==> src/sv/pgs_pkg.sv <==
// shared types and constants for the polar gaussian sampler
// no dependencies
package pgs_pkg;

	localparam int UNIFORM_BITS     = 16;
	localparam int SAMPLE_FRAC_BITS = 12;
	localparam int LOG_FRAC         = 28;
	localparam int TWOF             = 2 * (UNIFORM_BITS - 1);
	localparam int Y_SHIFT          = 2 * LOG_FRAC - 2 * SAMPLE_FRAC_BITS;
	localparam logic [28:0] TWO_LN2_Q28 = 29'd372130559;
	localparam logic [15:0] HALF    = 16'h8000;

	// one accepted pair: squared magnitudes, signs and w
	typedef struct packed {
		logic [29:0] sq1;
		logic [29:0] sq2;
		logic        neg1;
		logic        neg2;
		logic [29:0] w;
	} pgs_pair_t;

endpackage

==> src/sv/pgs_queue.sv <==
// two-entry queue between front and back end
// depends on pgs_pkg
module pgs_queue (
	input  logic               clk,
	input  logic               arst_n,
	input  logic               push,
	input  pgs_pkg::pgs_pair_t push_data,
	output logic               full,
	input  logic               pop,
	output logic               empty,
	output pgs_pkg::pgs_pair_t pop_data
);
	import pgs_pkg::*;

	pgs_pair_t  mem_q [2];
	logic       wr_ptr_q, rd_ptr_q;
	logic [1:0] count_q;

	assign full     = count_q == 2'd2;
	assign empty    = count_q == 2'd0;
	assign pop_data = mem_q[rd_ptr_q];

	always_ff @(posedge clk or negedge arst_n) begin
		if (!arst_n) begin
			wr_ptr_q <= 1'b0;
			rd_ptr_q <= 1'b0;
			count_q  <= 2'd0;
		end else begin
			if (push) wr_ptr_q <= !wr_ptr_q;
			if (pop)  rd_ptr_q <= !rd_ptr_q;
			if (push && !pop)      count_q <= count_q + 2'd1;
			else if (pop && !push) count_q <= count_q - 2'd1;
		end
	end

	always_ff @(posedge clk) begin
		if (push) mem_q[wr_ptr_q] <= push_data;
	end

endmodule

==> config.mk <==
export PLATFORM = sky130hd
export DESIGN_NAME = pgs_queue
export DESIGN_NICKNAME = d
export VERILOG_FILES = /design/src/sv/pgs_pkg.sv /design/src/sv/pgs_queue.sv
export SDC_FILE = /design/constraint.sdc
export NUM_CORES = 1
export LEC_CHECK = 0
export CORE_MARGIN = 4
export CORE_UTILIZATION = 40
export CTS_CLUSTER_DIAMETER = 80
export CTS_CLUSTER_SIZE = 12
export DETAILED_ROUTE_END_ITERATION = 8
export DONT_BUFFER_PORTS = 1
export HOLD_SLACK_MARGIN = 0.12
export PLACE_DENSITY = 0.56
export SLEW_MARGIN = 20
export SYNTH_ARGS = -nofsm -noshare
export SYNTH_HDL_FRONTEND = slang
export SYNTH_SLANG_ARGS = --single-unit
==> constraint.sdc <==
create_clock -name clk -period 12.1 [get_ports clk]
set_input_delay 0.605 -clock clk [delete_from_list [all_inputs] [get_ports clk]]
set_output_delay 0.605 -clock clk [all_outputs]
set_load 0.01 [all_outputs]
After elaboration in Yosys (flattened, before gate mapping):

Memory sizes are Yosys's and may differ from the RTL's.
Index checks and enable logic that the tools add are counted.
Widths: inputs -> output; s select.

* add/subtract/negate cells: 2
* equality and inequality tests: 1
* mux-type cells: 4
* reductions and logical operators: 8

Operators by type and width (count)
* $logic_not 1->1: 4
* $mux 2: 2
* $add 2x1->2 const B: 1
* $eq 2x2->1 const B: 1
* $logic_and 1x1->1: 2
* $logic_not 2->1: 1
* $mux 1: 2
* $reduce_bool 2->1: 1
* $sub 2x1->2 const B: 1

* bits in registers: 4
* memory bits (writable): 184
* input port bits: 96
* output and inout bits: 94
* word-level logic and storage cells: 19
* memories: 1

Memories
* mem_q: depth 2, bits a word 92, read ports 1, clocked after memory_dff 0, wr ports 1, line pgs_queue.sv:15 `pgs_pair_t mem_q [2];`

Logic depth before layout (Yosys ltp):

* depth after elaboration: 4
* mapped depth: 5
* depth with buffers taken out: 5

Worst setup path before layout:

No wires, ideal clock.

* kind: in2reg
* start: input port push
* end: memory mem_q[0][0] (netlist bit) (enable)
* library setup time: 0.554 ns
* arrival time: 4.615 ns
* data required time: 11.546 ns
* slack: 6.930 ns
* cell stages on the path: 1
* buffers on the path: 0
* cells stage by stage: nor2b_1

* longest elaborated chain between the ends: 2

RTL lines
* start, declared: line pgs_queue.sv:6 `input logic push,`
* $mux 1: line pgs_queue.sv:37 `if (push) mem_q[wr_ptr_q] <= push_data;`
* $mux 1 (not written as such): line pgs_queue.sv:37
* end, declared: line pgs_queue.sv:15

No other way between the ends.

==> metrics.md <==
| Metric | Value |
|---|---|
| Final period utilization | `a little over a quarter` |
| Post-route ant nets | `0` |
| CTS clock-pin slew for the worst setup and hold paths | `0.06 ns` |
| Maximum clock frequency | `304 MHz` |
| Layout Nets | `413` |
| Setup Buffers After CTS | `0` |
| Avg Cell Area, Syn | `about 24 um2` |
| Ant. Diodes | `0` |
| Deepest clock path buffer count | `2` |
| Hold path depth | `1` |
| Status | `completed` |
| TNS Setup | `0 ns` |
| Slew Viols, Final | `0` |
| Hold-fix buffers, CTS | `1` |
| Core box area | `between 0.015 and 0.02 mm2` |
| Final setup margin | `about 9 ns` |
| Most frequent cells in the layout | `184 x edfxtp_1, 70 x mux2_4, 22 x mux2_2` |
| Layer with the highest usage | `met2` |
| Initial core utilization | `40.9%` |
| Largest net degree at the start of global routing | `slightly below 70` |
| Pre-CTS setup slack | `roughly 9 ns` |
| Crit path kind | `register to output port` |
| Worst slew margin | `35.5%` |
| CP Cell Sequence | `buf_4 > mux2_2` |
| Hold EP | `rd_ptr_q` |
| Clock Sinks | `188` |
| Port Buf Inserts | `0` |
| R2r endpoint | `mem_q[1][23]` |
| Post-synthesis cell count | `between 300 and 400` |
| Dpl hpwl | `7940 um` |
| Met1 Use GR | `12.5%` |
| Seq/Total Area, Yosys | `between 70% and 80%` |
| Synth warnings | `0` |
| Leakage | `0.00277 uW` |
| Row Count | `48` |
| Area contributors post-synth | `edfxtp_1 78%, mux2_4 15%, mux2_2 3.5%` |
| Die area | `0.0200 mm2` |
| Total number of vias | `2,715` |
| Worst path slowest cell | `dfrtp_4` |
| Maximum vdd drop | `between 0.1 and 0.15 mV` |
| Max_cap viols | `0` |
| Worst setup EP type | `output port` |
| Setup Viol. Count Final | `0` |
| Vias per cell | `4.90` |
| Reg2reg setup slack | `10.08 ns` |
| Num ports | `190` |
| Leading area contributor after synthesis | `edfxtp_1` |
| Worst Hold Class | `input pin to register` |
| Netlist cell types | `14` |
| Routed WL per cell | `21.6 um` |
| DRC | `0` |
| Inserted Clock Buffers | `17` |
| Routed Wire Length | `12,000 um` |
| CTS tree | `done` |
| Commonest non-fill, non-tap cell in the layout | `edfxtp_1` |
| Post-synth top area share | `77.7%` |
| Setup crit start kind | `register` |
| Grt ovf | `0` |
| Die Span X | `141 um` |
| Crit-path max cell delay | `between 0.8 and 0.9 ns` |
| Yosys reg bits | `188` |
| Resize count post-CTS | `0` |
| Hold Fails Final Rpt | `0` |
| Clock skew | `0.00652 ns` |
| Syn Nets | `399` |
| Worst Path Max Fanout | `51` |
| Worst-Margin Slew | `0.967 ns` |
| GRT Resource Usage Total | `12.1%` |
| Worst EP required | `11.49 ns` |
| Fillers | `approximately 1,500` |
| First-pass GRT wire length | `approximately 18,000 um` |
| Die Y | `141 um` |
| Met2 Use GR | `20.1%` |
| Met3 GRT Util | `~6.8%` |
| Reg2reg start | `wr_ptr_q` |
| GPL Wtd Cong | `0.676` |
| Worst path bufs/invs | `1` |
| Vias in the first global route | `2,931` |
| Clk_lat worst skew | `0.41 ns` |
| CTS HTree Levels | `4` |
| RSZ-0062 raised after global routing | `false` |
| Area delta synth->final | `11.1%` |
| Pwr dens | `approximately 240 mW/mm2` |
| R2R cell count | `2` |
| DRT Pass-1 Iters | `4` |
| Worst path arrival time | `around 2.7 ns` |
| Delay-heaviest family, CP | `flip-flops` |
| Share of cells above drive strength 1 | `approximately two fifths` |
| Hold_sp | `pop` |
| Min cycle time layout | `approximately 3.3 ns` |
| Drt initial violations | `176` |
| Synthesized cell area | `0.00711 mm2` |
| CTS root buffer | `clkbuf_16` |
| Initial antenna violation count | `0` |
per-layer routing:
layer	vias up	wire length (um)
met3	10	1420
met2	116	6160
met5	-	0
met4	0	157
li1	1218	-
met1	1371	4260
sequential cells by signal (all words and copies together) (netlist names):
register  cells
mem_q       184
wr_ptr_q      1
rd_ptr_q      1
count_q       2
cells by family after synthesis:
group         synth area share, %
mux                          18.3
xor+xnor                    0.616
buf+inv                      1.41
fa+ha+maj                   0.176
simple gates                0.370
flops                        79.2
per-stage QoR:
step	utilization, %	instance area [um2]	total power (uW)	hold WS [ns]	cells
6_report	45.5	7900	1920	0.268	554
5_1_grt	45.5	7900	2010	0.234	554
4_1_cts	45.5	7900	1960	0.238	554
3_5_place_dp	42.3	7340	1440	0.310	521
3_3_place_gp	42.3	7340	1430	0.310	521
2_1_floorplan	-	7110	1370	0.309	302
how the worst max path moves through the flow:
| stage | endpoint | startpoint | cells after the start |
|---|---|---|---|
| after floorplan | mem_q[0][0] | push | 1 |
| after global placement | pop_data[84] | rd_ptr_q | 2 |
| after detailed placement | pop_data[84] | rd_ptr_q | 2 |
| after CTS | pop_data[84] | rd_ptr_q | 2 |
| after global routing | pop_data[84] | rd_ptr_q | 2 |
| final | pop_data[84] | rd_ptr_q | 2 |
final cells by class:
class	instances	area (um2)	area share, %
multi-input combinational	103	1390	17.6
inverter	1	3.75	0.0475
clock buffer	18	429	5.44
clock inverter	14	120	1.52
sequential	188	5630	71.3
tap	225	282	3.57
timing repair buffer	5	40.0	0.507
synth_stat cells, drive strengths merged:
cell    instances
and2            1
xnor2           1
edfxtp        184
nor2b           2
mux2           92
nor2            2
buf            10
inv             1
dfrtp           4
ha              1
xor2            4
power by group:
part | switching, uW | total [uW] | internal, uW
Clock | 228 | 512 | 284
Combinational | 252 | 476 | 224
Sequential | 63.0 | 929 | 866
No activity file was read; power rests on OpenSTA's default activity.
