## src/sv/pgs_pkg.sv

```systemverilog
// shared types and constants for the polar gaussian sampler
// no dependencies
package pgs_pkg;

	localparam int UNIFORM_BITS     = 16;
	localparam int SAMPLE_FRAC_BITS = 12;
	localparam int LOG_FRAC         = 28;
	localparam int TWOF             = 2 * (UNIFORM_BITS - 1);
	localparam int Y_SHIFT          = 2 * LOG_FRAC - 2 * SAMPLE_FRAC_BITS;
	localparam logic [28:0] TWO_LN2_Q28 = 29'd372130559;
	localparam logic [15:0] HALF    = 16'h8000;

	// one accepted pair: squared magnitudes, signs and w
	typedef struct packed {
		logic [29:0] sq1;
		logic [29:0] sq2;
		logic        neg1;
		logic        neg2;
		logic [29:0] w;
	} pgs_pair_t;

endpackage

```

## src/sv/pgs_front.sv

```systemverilog
// front end: takes uniform pairs, forms w and drops rejected pairs
// depends on pgs_pkg
module pgs_front (
	input  logic              clk,
	input  logic              arst_n,
	input  logic              in_valid,
	output logic              in_ready,
	input  logic [15:0]       first_uniform,
	input  logic [15:0]       second_uniform,
	output logic              push,
	input  logic              full,
	output pgs_pkg::pgs_pair_t pair
);
	import pgs_pkg::*;

	logic        valid_s1;
	logic        neg1_s1, neg2_s1;
	logic [15:0] a1_s1, a2_s1;
	logic [31:0] sq1, sq2;
	logic [32:0] w;
	logic        reject;
	logic        drain;

	assign sq1    = a1_s1 * a1_s1;
	assign sq2    = a2_s1 * a2_s1;
	assign w      = {1'b0, sq1} + {1'b0, sq2};
	assign reject = (w == '0) || (w >= (33'd1 << TWOF));
	assign push   = valid_s1 && !reject && !full;
	assign drain  = valid_s1 && (reject || !full);
	assign in_ready = !valid_s1 || drain;

	assign pair.sq1  = sq1[29:0];
	assign pair.sq2  = sq2[29:0];
	assign pair.neg1 = neg1_s1;
	assign pair.neg2 = neg2_s1;
	assign pair.w    = w[29:0];

	always_ff @(posedge clk or negedge arst_n) begin
		if (!arst_n) begin
			valid_s1 <= 1'b0;
		end else if (in_ready) begin
			valid_s1 <= in_valid;
		end
	end

	always_ff @(posedge clk) begin
		if (in_ready && in_valid) begin
			neg1_s1 <= first_uniform < HALF;
			neg2_s1 <= second_uniform < HALF;
			a1_s1 <= (first_uniform < HALF) ? HALF - first_uniform : first_uniform - HALF;
			a2_s1 <= (second_uniform < HALF) ? HALF - second_uniform : second_uniform - HALF;
		end
	end

endmodule

```

## config.mk

```make
export PLATFORM = sky130hd
export DESIGN_NAME = pgs_front
export DESIGN_NICKNAME = d
export VERILOG_FILES = /design/src/sv/pgs_pkg.sv /design/src/sv/pgs_front.sv
export SDC_FILE = /design/constraint.sdc
export NUM_CORES = 1
export LEC_CHECK = 0
export BUFFER_PORTS_ARGS = -buffer_cell sky130_fd_sc_hd__buf_4
export CAP_MARGIN = 40
export CORE_MARGIN = 2
export CORE_UTILIZATION = 55
export DETAILED_ROUTE_END_ITERATION = 8
export GPL_ROUTABILITY_DRIVEN = 0
export PLACE_DENSITY = 0.82
export REMOVE_ABC_BUFFERS = 1
export SLEW_MARGIN = 0
export SYNTH_ARGS = -nofsm -noshare
export SYNTH_HDL_FRONTEND = slang
export SYNTH_SLANG_ARGS = --single-unit
```

## constraint.sdc

```tcl
create_clock -name clk -period 27.4 [get_ports clk]
set_input_delay 2.74 -clock clk [delete_from_list [all_inputs] [get_ports clk]]
set_output_delay 2.74 -clock clk [all_outputs]
set_load 0.01 [all_outputs]
```

=== Word-level counts from Yosys, hierarchy flattened ===
Cells that the tools add are included.

* Register bits: 35
* Input port bits: 36
* Word-level logic and storage cells: 28
* Output and inout port bits: 94

* Add/subtract/negate cells: 5
* Mux-type cells: 2
* Reductions and logical operators: 11
* Multiply operators: 2
* Magnitude comparators: 3

{| class="wikitable"
|+ Operator list
! kind !! count
|-
| $mul 16x16->32 || 2
|-
| $add 32x32->33 || 1
|-
| $ge 33x31->1 const B || 1
|-
| $logic_not 33->1 || 1
|-
| $lt 16x16->1 const B || 2
|-
| $mux 16 || 2
|-
| $sub 16x16->16 const A || 2
|-
| $sub 16x16->16 const B || 2
|-
| $logic_and 1x1->1 || 4
|-
| $logic_not 1->1 || 3
|-
| $logic_or 1x1->1 || 3
|}

=== Depth between registers and ports, before layout ===
* Depth in word-level cells: 8
* Gate-level depth with buffers: 36
* Depth with buffers taken out: 34

=== Worst setup path before layout ===
Ideal clock, no wire load.

* Path kind: reg2out
* Start point: reg a2_s1[1]
* End point: out in_ready
* Buffers on the path: 3
* Cell stages (with the launch flop): 35
* Data required time: 24.660 ns
* Setup slack: 16.645 ns
* Arrival: 8.015 ns
* Path through: edfxtp_1 > clkbuf_1 > clkbuf_1 > and2_1 > fa_1 > inv_1 > fa_1 > inv_1 > fa_1 > inv_1 > fa_1 > inv_1 > fa_1 > inv_1 > fa_1 > inv_1 > ha_1 > o21ai_0 > a21oi_1 > o21a_1 > a2bb2oi_1 > o21ai_0 > a211oi_1 > nor2_1 > xnor2_1 > ha_1 > clkbuf_1 > a21o_1 > a21o_1 > a211oi_1 > a21oi_1 > xnor2_1 > nor4_1 > nand4b_1 > o311ai_1

{| class="wikitable"
|+ RTL lines
! what !! RTL line !! text
|-
| start: declaration || pgs_front.sv:18 || <nowiki>logic [15:0] a1_s1, a2_s1;</nowiki>
|-
| start signal: assignment || pgs_front.sv:51 || <nowiki>a2_s1 <= (second_uniform < HALF) ? HALF - second_uniform : second_uniform - HALF;</nowiki>
|-
| end: declaration || pgs_front.sv:7 || <nowiki>output logic in_ready,</nowiki>
|}

=== Worst setup path in the final report ===
* Start point: reg a2_s1[5]
* End point: out in_ready

* Word-level cells in the longest chain between the ends: 7
* Elaborated cells between the ends (all ways): 8
* Those cells by class: add/sub: 1; mul: 1; order compare: 1; reduce/logical: 5

{| class="wikitable"
|+ Ends and longest elaborated chain
! what !! RTL line !! text
|-
| $mul 16x16->32 (*) || pgs_front.sv:25 || <nowiki>assign sq2 = a2_s1 * a2_s1;</nowiki>
|-
| $add 32x32->33 (*) || pgs_front.sv:26 || <nowiki>assign w = {1'b0, sq1} + {1'b0, sq2};</nowiki>
|-
| $ge 33x31->1 or $logic_not 33->1 (tied branches) || pgs_front.sv:27 || <nowiki>assign reject = (w == '0) || (w >= (33'd1 << TWOF));</nowiki>
|-
| $logic_or 1x1->1 (*) || pgs_front.sv:27 ||
|-
| $logic_or 1x1->1 (*) || pgs_front.sv:29 || <nowiki>assign drain = valid_s1 && (reject || !full);</nowiki>
|-
| $logic_and 1x1->1 (*) || pgs_front.sv:29 ||
|-
| $logic_or 1x1->1 (*) || pgs_front.sv:30 || <nowiki>assign in_ready = !valid_s1 || drain;</nowiki>
|}

Every way passes the cells marked *; elsewhere a longest branch is shown, timed or not.

==> flow_summary.json <==
{
  "ys_types": 71,
  "status": "finished clean",
  "finalCritPeriodShare_pct": 45.3,
  "yosys.area.top_type_share_pct": 35.9,
  "yosysSeqAreaShare_pct": 5.80,
  "vias": 14600,
  "arrival_ps": 9680,
  "worstMarginPinSlew_ps": 906,
  "syn-instance-count": 2061,
  "cts_hold_buf": 0,
  "pin_count": 130,
  "avgSynthCellArea_um2": 8.75,
  "synthesis.area_um2": 18000,
  "cts_buffer_depth": 2,
  "dp_cells": 2575,
  "grt_pass1_wl_um": 74700,
  "cts_resized": 0,
  "yosys_register_bits": 35,
  "synth.area.mux_share_pct": 0.479,
  "crit_path_top_delay_cell": "edfxtp_1",
  "synth_compound_area_share_pct": 9.74,
  "ff_latch_area_um2": 1050,
  "synth-edff-count": 34,
  "hold_class": "reg -> reg",
  "ys_warn_count": 0,
  "critPathCaptureType": "output pin",
  "synth-async-reset-ratio_pct": 2.86,
  "worstPathMaxFanout": 17,
  "drtIter0Drc": 1095,
  "synth_top_family_by_area": "adder cells",
  "drive_gt1_share_pct": 7.57,
  "holdPathStages": 2,
  "grt_use_total_pct": 27.6,
  "nNetsFinal": 2737,
  "die_w_um": 185,
  "multi_input_area_um2": 14900,
  "synthFlopType": "edfxtp_1",
  "n_fill_cell": 2839,
  "synth_xor_area_share_pct": 5.59,
  "yosys.area.top_type": "fa_1",
  "antenna_found_initial": 0,
  "fin_cells": 2583,
  "critPathKind": "reg -> out",
  "max_stage_delay_ps": 870,
  "rsz0062_at_grt": "false",
  "avgViaCountPerCell": 5.64,
  "syn_to_final_growth_pct": 7.93,
  "cts.sinks": 35,
  "diodes": 0,
  "maxSlewViolCount": 0,
  "worstPathRequired_ps": 24660,
  "synthAdderAreaFrac_pct": 52.4,
  "setup_viol": 0,
  "post_cts_buffers": 0,
  "clk_pin_slew_ps": 60,
  "slew_headroom_pct": 38.0,
  "min_from": "valid_s1",
  "ant_nets": 0,
  "h-tree-depth": 2,
  "min_period_ps": 12420,
  "place_hpwl_um": 38600,
  "r2r-start": "a2_s1[5]",
  "drt_pre_antenna_iters": 5,
  "final_hold_viol_count": 0,
  "clock.fmax_ghz": 0.0805,
  "die_area_um2": 34200,
  "drc": 0,
  "worst-r2r-cell-count": 32,
  "start_kind": "flip-flop",
  "drv_cap": 0,
  "core_area_um2": 32400,
  "root_buffer": "clkbuf_16",
  "synthSimpleGateAreaFrac_pct": 14.3,
  "grt_remaining_overflow": 0,
  "grt_max_degree": 35,
  "drt_wl_total_um": 44500,
  "cts_tree": "yes",
  "io_buffers": 127,
  "die_height_um": 185,
  "cts_buffers": 5,
  "synth_area_leaders": "fa_1 36%, ha_1 17%, inv_1 10%",
  "clock_latency_ps": 300,
  "fp-row-count": 66,
  "reg2reg_to": "a2_s1[8]",
  "hold_end": "valid_s1",
  "setup_tns_ps": 0,
  "wire_per_inst_um": 17.2,
  "grt_pass1_vias": 15700,
  "skew_ps": 7.68,
  "r2r_setup_slack_ps": 17260,
  "start_util_pct": 55.7
}
-- state kept, by name, indices dropped and copies added (netlist names) --
signal    count
a1_s1        16
valid_s1      1
neg1_s1       1
a2_s1        16
neg2_s1       1
-- Yosys cell counts, types with 3 or more instances --
| master | number |
|---|---|
| edfxtp_1 | 34 |
| o211ai_1 | 7 |
| and3_1 | 7 |
| mux2i_1 | 3 |
| a21o_1 | 38 |
| nor4_1 | 11 |
| nor3_1 | 18 |
| nor2_1 | 91 |
| a31o_2 | 6 |
| buf_4 | 6 |
| nand3b_1 | 7 |
| a21boi_0 | 3 |
| o21ai_0 | 51 |
| o21a_1 | 8 |
| nand2_1 | 189 |
| o2111ai_1 | 3 |
| nand4b_1 | 4 |
| nand2b_1 | 7 |
| mux2_2 | 5 |
| a21oi_1 | 76 |
| xor2_1 | 41 |
| o211a_1 | 4 |
| or4_1 | 9 |
| clkbuf_1 | 51 |
| o311a_1 | 3 |
| nand3_1 | 25 |
| nand4_1 | 9 |
| or2_2 | 7 |
| and2_1 | 98 |
| xnor2_1 | 74 |
| or3_1 | 8 |
| nor4b_1 | 3 |
| o21bai_1 | 14 |
| a211oi_1 | 8 |
| nor2b_1 | 14 |
| fa_1 | 323 |
| inv_1 | 499 |
| a31oi_1 | 10 |
| o31ai_1 | 5 |
| ha_1 | 238 |
| a211o_1 | 3 |
-- cell usage in the layout, fill, tap and decap left out, types with 8 or more instances in the layout --
cell,Yosys,routed
nor4_1,11,11
ha_1,238,238
or3_1,8,8
fa_1,323,323
a21oi_1,76,76
nand3_1,25,25
xor2_1,41,41
nor2b_1,14,14
nand2_1,189,189
nor2_1,91,91
o21a_1,8,8
or4_1,9,9
edfxtp_1,34,34
a21o_1,38,38
a211oi_1,8,8
o21bai_1,14,14
buf_4,6,128
xnor2_1,74,74
nor3_1,18,18
and2_1,98,98
a31oi_1,10,10
o21ai_0,51,51
inv_1,499,499
nand4_1,9,9
-- metrics by stage --
stage | util [%] | setup WS, ps | hold WS, ps | cell area [um2]
5_1_grt | 60.1 | 14500 | 662 | 19500
4_1_cts | 60.1 | 15210 | 616 | 19500
2_1_floorplan | - | 16800 | 555 | 17800
6_report | 60.1 | 14980 | 607 | 19500
3_5_place_dp | 59.7 | 15590 | 605 | 19300
3_3_place_gp | 59.7 | 16020 | 573 | 19300
-- critical path: cells and delay by family, from the launching register on --
family	cells	cell delay, ps
AND/OR/NAND/NOR	7	1450
XOR/XNOR	1	170
AO/OA/AOI/OAI	9	2710
adder cells (fa/ha/maj)	8	3660
flip-flops	1	870
buffers and inverters	7	500
-- cell type report --
| class | instances | area share (%) |
|---|---|---|
| Timing Repair Buffer | 128 | 4.94 |
| Clock buffer | 7 | 0.733 |
| Tap cell | 442 | 2.84 |
| Clock inverter | 1 | 0.0257 |
| Multi-Input combinational cell | 1471 | 76.5 |
| Inverter | 499 | 9.63 |
| Sequential cell | 35 | 5.38 |
-- routing by layer --
layer	up-vias	wire length, um	share of wire, %	track usage (%)
li1	6633	-	-	-
met1	7182	17300	39	34.6
met2	629	21200	48	47.3
met3	118	4350	9.8	5.98
met4	0	1590	3.6	9.68
met5	-	0	0	0
-- logic make-up after synthesis --
| family | after synthesis |
|---|---|
| other cells | 1 |
| flops | 35 |
| mux | 8 |
| simple gates | 519 |
| xor+xnor | 115 |
| fa+ha+maj | 561 |
| compound gates | 266 |
| buf+inv | 556 |
-- how the worst max path moves through the flow --
stage / startpoint / depth (start not counted) / end / slack [ps]
6_report: a2_s1[5] / 32 / in_ready / 14980
2_1_floorplan: a2_s1[9] / 32 / in_ready / 16800
3_5_place_dp: a2_s1[5] / 32 / in_ready / 15590
4_1_cts: a2_s1[5] / 32 / in_ready / 15210
3_3_place_gp: a2_s1[5] / 32 / push / 16020
5_1_grt: a2_s1[5] / 32 / in_ready / 14500
Power is not shown: default switching activity piles up to over one toggle a cycle in this logic, so the estimate is an artifact.
